===== src/hdl/mfb_pkg.sv =====
package mfb_pkg;

    // Frame store geometry
    localparam int unsigned DEF_STORE_WORDS = 8192;
    localparam int unsigned WORD_W          = 32;
    // Linear word index before wrap: 11-bit line times 9-bit pitch plus column word
    localparam int unsigned LIN_W           = 20;

    // Configuration port
    localparam int unsigned CFG_W     = 12;
    localparam int unsigned CFG_IDX_W = 2;
    localparam logic [CFG_IDX_W-1:0] CFG_WORDS_PER_LINE = 2'd0;
    localparam logic [CFG_IDX_W-1:0] CFG_DISPLAY_HEIGHT = 2'd1;
    localparam logic [CFG_IDX_W-1:0] CFG_PIXEL_BITS     = 2'd2;

    localparam logic [8:0]  RST_WORDS_PER_LINE = 9'd16;
    localparam logic [11:0] RST_DISPLAY_HEIGHT = 12'd342;
    localparam logic [5:0]  RST_PIXEL_BITS     = 6'd1;

    // Operation selector carried in tuser
    localparam logic [1:0] FUNC_READ    = 2'd0;
    localparam logic [1:0] FUNC_MASKED  = 2'd1;
    localparam logic [1:0] FUNC_ALIGNED = 2'd2;
    localparam logic [1:0] FUNC_NONE    = 2'd3;

    localparam logic [WORD_W-1:0] ALL_ONES = '1;

    // Row geometry handed to the merge logic
    typedef struct packed {
        logic [6:0] span;    // row width plus bit offset in the first word, 1..63
        logic [5:0] width;   // clamped row width, 1..32
        logic       invert;
    } row_ctl_t;

    // One result word
    typedef struct packed {
        logic              clipped;
        logic [WORD_W-1:0] read_bits;
    } result_t;

endpackage


===== src/hdl/mfb_merge.sv =====
module mfb_merge
    import mfb_pkg::*;
(
    input  row_ctl_t          ctl,
    input  logic [WORD_W-1:0] word0,
    input  logic [WORD_W-1:0] word1,
    input  logic [WORD_W-1:0] data,
    input  logic [WORD_W-1:0] mask,
    output logic [WORD_W-1:0] read_bits,
    output logic [WORD_W-1:0] new0,
    output logic [WORD_W-1:0] new1
);

    logic [6:0]          shamt7;
    logic [5:0]          shamt;
    logic [WORD_W-1:0]   cont;
    logic [WORD_W-1:0]   rev;
    logic [WORD_W-1:0]   d_word;
    logic [WORD_W-1:0]   m_word;
    logic [2*WORD_W-1:0] rd_wide;
    logic [2*WORD_W-1:0] d_wide;
    logic [2*WORD_W-1:0] m_wide;

    // Both words as one 64-bit line; the row ends (64 - span) bits from its low end
    assign shamt7 = 7'd64 - ctl.span;
    assign shamt  = shamt7[5:0];

    // Container by row width
    always_comb
    begin
        priority if (ctl.width <= 6'd8)
        begin
            cont = 32'h0000_00ff;
        end
        else if (ctl.width <= 6'd16)
        begin
            cont = 32'h0000_ffff;
        end
        else
        begin
            cont = ALL_ONES;
        end
    end

    // Read: right-align the row
    assign rd_wide   = {word0, word1} >> shamt;
    assign read_bits = rd_wide[WORD_W-1:0] & cont;

    // Masked write: clear masked bits, then OR the data in
    assign rev    = ctl.invert ? (ALL_ONES >> (6'd32 - ctl.width)) : '0;
    assign d_word = (data & cont) ^ rev;
    assign m_word = mask & cont;
    assign d_wide = {{WORD_W{1'b0}}, d_word} << shamt;
    assign m_wide = {{WORD_W{1'b0}}, m_word} << shamt;

    assign new0 = (word0 & ~m_wide[2*WORD_W-1:WORD_W]) | d_wide[2*WORD_W-1:WORD_W];
    assign new1 = (word1 & ~m_wide[WORD_W-1:0]) | d_wide[WORD_W-1:0];

endmodule


===== config.mk =====
export PLATFORM = sky130hd
export DESIGN_NAME = mfb_merge
export DESIGN_NICKNAME = d
export VERILOG_FILES = /design/src/hdl/mfb_pkg.sv /design/src/hdl/mfb_merge.sv
export SDC_FILE = /design/constraint.sdc
export NUM_CORES = 1
export LEC_CHECK = 0
export ABC_AREA = 1
export BUFFER_PORTS_ARGS = -buffer_cell sky130_fd_sc_hd__clkbuf_2
export CAP_MARGIN = 20
export CELL_PAD_IN_SITES_DETAIL_PLACEMENT = 1
export CELL_PAD_IN_SITES_GLOBAL_PLACEMENT = 1
export CORE_ASPECT_RATIO = 1.2
export CORE_MARGIN = 1.5
export CORE_UTILIZATION = 39
export DETAILED_ROUTE_END_ITERATION = 10
export GPL_ROUTABILITY_DRIVEN = 0
export PLACE_DENSITY_LB_ADDON = 0.1
export SLEW_MARGIN = 20
export SYNTH_ARGS = -nofsm -noshare
export SYNTH_HDL_FRONTEND = slang
export SYNTH_SLANG_ARGS = --single-unit

===== constraint.sdc =====
create_clock -name vclk -period 15.5
set_clock_uncertainty 0.15 [all_clocks]
set_input_delay 3.875 -clock vclk [all_inputs]
set_output_delay 3.875 -clock vclk [all_outputs]
set_load 0.1 [all_outputs]

==> summary.txt, run 1 <==
STA
  • Fmax: 76.03 MHz
  • Max-slew violation count: 0
  • Hold Fails Final Rpt: 0
  • Hold slack: 8.190 ns
  • Slew headroom: 28.20%
  • RSZ-0062 raised after global routing: false
  • Setup ws final: 2.346 ns
  • Actual slew at the worst max-slew pin: 1.077 ns
  • Tmin final: 13.15 ns
  • Final setup viols: 0
  • Final period util: 84.86%
  • Sum Neg Setup Slack: 0 ns

Pwr
  • Reg power frac: 0%
  • Clock power share: 0%
  • Pwr/cell area: 78.24 nW/um^2
  • Switching Share: 79.81%
  • Worst vdd ir: 0.00006024 V
  • Power Internal: 188.4 uW
  • Net switching power: 745.0 uW
  • Combinational fraction of design power: 100.0%
  • Leak pwr: 0.006389 uW

Global route
  • Tot GR Track Use: 39.79%
  • Pin count of the biggest net entering global routing: 95
  • Grt ovf: 0
  • Initial antenna violation count: 0
  • First-pass GRT wire length: 90450 um
  • Vias in the first global route: 16502

Die
  • Chip height: 186.2 um
  • Die footprint: 29000 sq um
  • Core Box Area: 27330 sq um
  • I/O pins: 238
  • Num rows: 66
  • Die span in x: 155.7 um
  • Initial Util: 39.92%

Detailed routing
  • First-pass DRT Iterations: 5
  • DRC: 0
  • Via density: 6.151
  • Routed wire length: 59420 um
  • Antenna viol nets, final: 0
  • Via count: 17217
  • Wirelength per Cell: 21.23 um
  • Initial DRC count: 1774

Synth
  • Gate Count Post-Synth: 2349
  • Synth unique cells: 41
  • Area leader, netlist: nand3_1
  • Cell area after synthesis: 10910 sq um
  • Top cells by count, synth: 800 x nand2_1, 697 x nand3_1, 193 x o21ai_0
  • Top-area cell type share of the netlist area: 31.97%
  • Synth Warn #: 0
  • Count leader, synth: nand2_1
  • Post-synthesis sequential area ratio: 0%
  • Syn Nets: 2497
  • Syn avg cell area: 4.646 sq um
  • Synth top area cells: nand3_1 32%, nand2_1 28%, o21ai_0 8.9%, inv_1 4.9%, nor2_1 3.7%

Worst setup path
  • Critical path endpoint category: output pin
  • Req. time, crit path: 11.48 ns
  • Critical Path Fanout Max: 70
  • Arr. time, crit path: 9.13 ns
  • CP startpoint kind: input pin
  • Crit path kind: input pin to output pin

Clock tree
  • Post-CTS setup buffers: 0
  • Hold_buf cts: 0
  • PostCTS Resize Cnt: 0

Place
  • Detailed placement HPWL: 47190 um
  • Post-Place Cells: 2798
  • Port-buffer cells: 237
  • DP Worst Slack: 2.060 ns

Final layout
  • Layout Area Growth over Synthesis: 9.321%
  • Fill cells: 4382
  • Non-Filler Instances: 2799
  • Reg area: 0 sq um
  • Clock buffers: 0
  • Fraction of layout cells with a size suffix above 1: 12.99%
  • FF+latch count: 0
  • Multi-input gate area: 9503 sq um
  • N_diodes: 0
  • Final net count: 2575

Worst hold path
  • Cell depth of the worst hold path: 4
  • Hold Path Class: input pin to output pin

Outcome
  • Status: completed

Job
  • Max cap viols: 0
## metal layers
| metal | vias to the layer above | part of all wire [%] | GRT usage, % |
|---|---|---|---|
| met2 | 879 | 44 | 65.32 |
| met1 | 8039 | 39 | 48.39 |
| li1 | 8069 | - | - |
| met5 | - | 0 | 0 |
| met3 | 230 | 7.7 | 3.545 |
| met4 | 0 | 8.9 | 30.40 |
## critical path, cell delays in order
cell and delay, ns:
buf_4 0.57, inv_4 0.47, ha_4 0.32, or2_2 0.32, nand2_4 0.48, clkinv_2 0.67, buf_4 0.49, o21ai_0 0.66
or2_2 0.22, nand2_1 0.08, o21ai_0 0.15, nor2_1 0.06, nor2_1 0.13, nand3_1 0.14, clkbuf_2 0.41
## layout by cell type (no fill, tap or decap), types with 8 or more instances in the layout
| cell | n |
|---|---|
| a21oi_1 | 15 |
| clkbuf_2 | 236 |
| or2_2 | 13 |
| o21ai_0 | 193 |
| o211ai_1 | 9 |
| inv_2 | 15 |
| nor2_1 | 106 |
| o22ai_1 | 21 |
| nand2_1 | 798 |
| nand3_1 | 697 |
| nand4_1 | 39 |
| mux2i_1 | 31 |
| o21a_1 | 8 |
| o21ai_1 | 9 |
| nand3_2 | 10 |
| buf_4 | 19 |
| inv_1 | 141 |
## cells by family after synthesis
kind of cell	Yosys count	synth area share, %
simple gates	1685	68.33
buf+inv	340	13.40
compound gates	285	14.43
mux	31	2.843
fa+ha+maj	6	0.6879
xor+xnor	2	0.2982
## path summary, 6_finish.rpt
| check | slack (ns) | endpoint | start |
|---|---|---|---|
| setup / recovery | 2.35 | new0[13] | ctl[7] |
| hold / removal | 8.19 | new1[4] | word1[4] |
## power by group through the flow
stage               Clock, uW  Sequential (uW)  Combinational [uW]
finish                      0                0                 933
global route                0                0                 987
CTS                         0                0                 913
detailed placement          0                0                 911
global placement            0                0                 894
floorplan                   0                0                 694
## cell type report
type	instances	area share, %
Timing Repair Buffer	256	11.33
Inverter	160	5.097
Multi-Input combinational cell	2009	79.65
Tap cell	374	3.922
## per-stage QoR
step / total power [uW] / area, sq um / utilization [%]
after floorplan: 693.6 / 10910 / -
after CTS: 912.5 / 11900 / 43.55
after global placement: 894.0 / 11900 / 43.55
after global routing: 986.6 / 11930 / 43.65
final: 933.4 / 11930 / 43.65
after detailed placement: 910.9 / 11900 / 43.55
Power figures use the tool's default switching activity.
==> inputs of run 2 (changes only) <==
--- a/config.mk
+++ b/config.mk
@@ -12,7 +12,7 @@
 export CELL_PAD_IN_SITES_GLOBAL_PLACEMENT = 1
 export CORE_ASPECT_RATIO = 1.2
 export CORE_MARGIN = 1.5
-export CORE_UTILIZATION = 39
+export CORE_UTILIZATION = 33
 export DETAILED_ROUTE_END_ITERATION = 10
 export GPL_ROUTABILITY_DRIVEN = 0
 export PLACE_DENSITY_LB_ADDON = 0.1
==> constraint.sdc (replaced) <==
create_clock -name vclk -period 11.2
set_clock_uncertainty 0.15 [all_clocks]
set_input_delay 2.8 -clock vclk [all_inputs]
set_output_delay 2.8 -clock vclk [all_outputs]
set_load 0.1 [all_outputs]
==> run 2 against run 1 <==
  * Combinational power up 39%
  * Sequential cell count did not move
  * Critical path depth is 1 lower
  * Final cell count is 1.4% higher
  * Via count is 1.2% lower
  * Final area is 1.1% higher
  * Count of clock-buffer cells in the layout is the same
  * Die area grew 18%
  * Worst setup slack got worse by 0.76 ns
  * Non-clock buffer count is 7 higher
  * Sequential share of layout area unchanged
  * Utilization is 6.5 points lower
  * Critical path type unchanged
  * Highest routed layer unchanged
==> summary.txt, run 2 (same netlist as run 1, synthesis figures left out) <==
Die
  • Initial Util: 33.65% (was 39.92%)
  • Num rows: 72 (was 66)
  • Core Box Area: 32430 sq um (was 27330 sq um)
  • Die footprint: 34170 sq um (was 29000 sq um)
  • Chip height: 202.2 um (was 186.2 um)
  • Die span in x: 169.0 um (was 155.7 um)
  • I/O pins: 238 (unchanged)

STA
  • RSZ-0062 raised after global routing: false (unchanged)
  • Fmax: 104.0 MHz
  • Final period util: 85.83%
  • Actual slew at the worst max-slew pin: 1.028 ns (was 1.077 ns)
  • Setup ws final: 1.588 ns (was 2.346 ns)
  • Max-slew violation count: 0 (unchanged)
  • Sum Neg Setup Slack: 0 ns (unchanged)
  • Hold Fails Final Rpt: 0 (unchanged)
  • Tmin final: 9.612 ns
  • Slew headroom: 31.49% (was 28.20%)
  • Final setup viols: 0 (unchanged)

Detailed routing
  • Via density: 5.989 (was 6.151)
  • First-pass DRT Iterations: 5 (unchanged)
  • Wirelength per Cell: 21.62 um (was 21.23 um)
  • Via count: 17002 (was 17217)
  • Initial DRC count: 1375 (was 1774)
  • DRC: 0 (unchanged)
  • Antenna viol nets, final: 0 (unchanged)
  • Routed wire length: 61370 um (was 59420 um)

Final layout
  • Most frequent cells in the layout: 798 x nand2_1, 697 x nand3_1, 228 x clkbuf_2, 193 x o21ai_0, 141 x inv_1 (was 798 x nand2_1, 697 x nand3_1, 236 x clkbuf_2, 193 x o21ai_0, 141 x inv_1)
  • Fill cells: 4978 (was 4382)
  • Fraction of layout cells with a size suffix above 1: 13.24% (was 12.99%)
  • N_diodes: 0 (unchanged)
  • Final net count: 2582 (was 2575)
  • Clock buffers: 0 (unchanged)
  • FF+latch count: 0 (unchanged)
  • Layout Area Growth over Synthesis: 10.53% (was 9.321%)
  • Reg area: 0 sq um (unchanged)
  • Commonest non-fill, non-tap cell in the layout: nand2_1 (unchanged)

Global route
  • First-pass GRT wire length: 93350 um (was 90450 um)
  • Pin count of the biggest net entering global routing: 102 (was 95)
  • Tot GR Track Use: 34.87% (was 39.79%)
  • Grt ovf: 0 (unchanged)
  • Vias in the first global route: 16590 (was 16502)
  • Initial antenna violation count: 1 (was 0)

Worst hold path
  • Hold Path Class: input pin to output pin (unchanged)

Pwr
  • Leak pwr: 0.006434 uW (was 0.006389 uW)
  • Pwr/cell area: 107.7 nW/um^2 (was 78.24 nW/um^2)
  • Worst vdd ir: 0.00008389 V (was 0.00006024 V)

Place
  • Detailed placement HPWL: 49540 um (was 47190 um)
  • DP Worst Slack: 1.612 ns (was 2.060 ns)
  • Port-buffer cells: 237 (unchanged)

Worst setup path
  • Crit path kind: input pin to output pin (unchanged)
  • Arr. time, crit path: 6.66 ns (was 9.13 ns)
  • CP startpoint kind: input pin (unchanged)
  • Critical path endpoint category: output pin (unchanged)
  • Critical Path Fanout Max: 74 (was 70)
  • Req. time, crit path: 8.25 ns (was 11.48 ns)

Clock tree
  • Hold_buf cts: 0 (unchanged)
  • PostCTS Resize Cnt: 0 (unchanged)
  • Post-CTS setup buffers: 0 (unchanged)

Outcome
  • Status: completed (unchanged)

Job
  • Max cap viols: 0 (unchanged)
## run 2: cell types whose count changed in the layout (fill, tap and decap cells not counted), sizes merged
cell / previous run / this run
buf: 20 / 35
clkbuf: 236 / 228
## run 2: final cells by class
| class | instances | area (sq um) | area share, % |
|---|---|---|---|
| Multi-Input combinational cell | 2009 | 9503 | 78.79 |
| Inverter | 160 | 608.1 | 5.041 |
| Tap cell | 407 | 509.2 | 4.222 |
| Timing Repair Buffer | 263 | 1441 | 11.95 |
## run 2: stage by stage
stage          util (%)  instance area (sq um)  hold WS, ns  power [uW]  instances
3_3_place_gp      37.19                  12060        6.021        1262       2839
2_1_floorplan         -                  10910        6.019       959.9       2349
5_1_grt           37.19                  12060        6.020        1378       2839
3_5_place_dp      37.19                  12060        6.017        1280       2839
4_1_cts           37.19                  12060        6.020        1282       2839
6_report          37.19                  12060        6.010        1299       2839
## run 2: power by group
part,total [uW],switching [uW],internal [uW],leakage (uW)
clock network,0,0,0,0
logic,1300,1030,267,0.00643
registers,0,0,0,0
## run 2: final timing paths
| path | start | slack (ns) | depth (start not counted) | end |
|---|---|---|---|---|
| max | ctl[7] | 1.59 | 14 | new0[6] |
| min | word1[30] | 6.01 | 4 | new1[30] |
## run 2: per-layer routing
layer  vias up  share of wire (%)  GRT usage (%)
met4         0                7.6          22.79
met2       712                 46          59.68
met5         -                  0              0
met1      8036                 40          42.01
li1       8080                  -              -
met3       174                6.1          2.350
## run 2: critical path: stages
cell and delay [ns]:
buf_4 0.29, inv_4 0.17, buf_4 0.64, nand2_1 0.11
nand2_1 0.13, nand2_4 0.25, inv_4 0.67, nand3_1 0.30
nand2_1 0.12, nor2_1 0.05, nor3_1 0.38, nor2_1 0.10
nand3_1 0.14, clkbuf_2 0.48
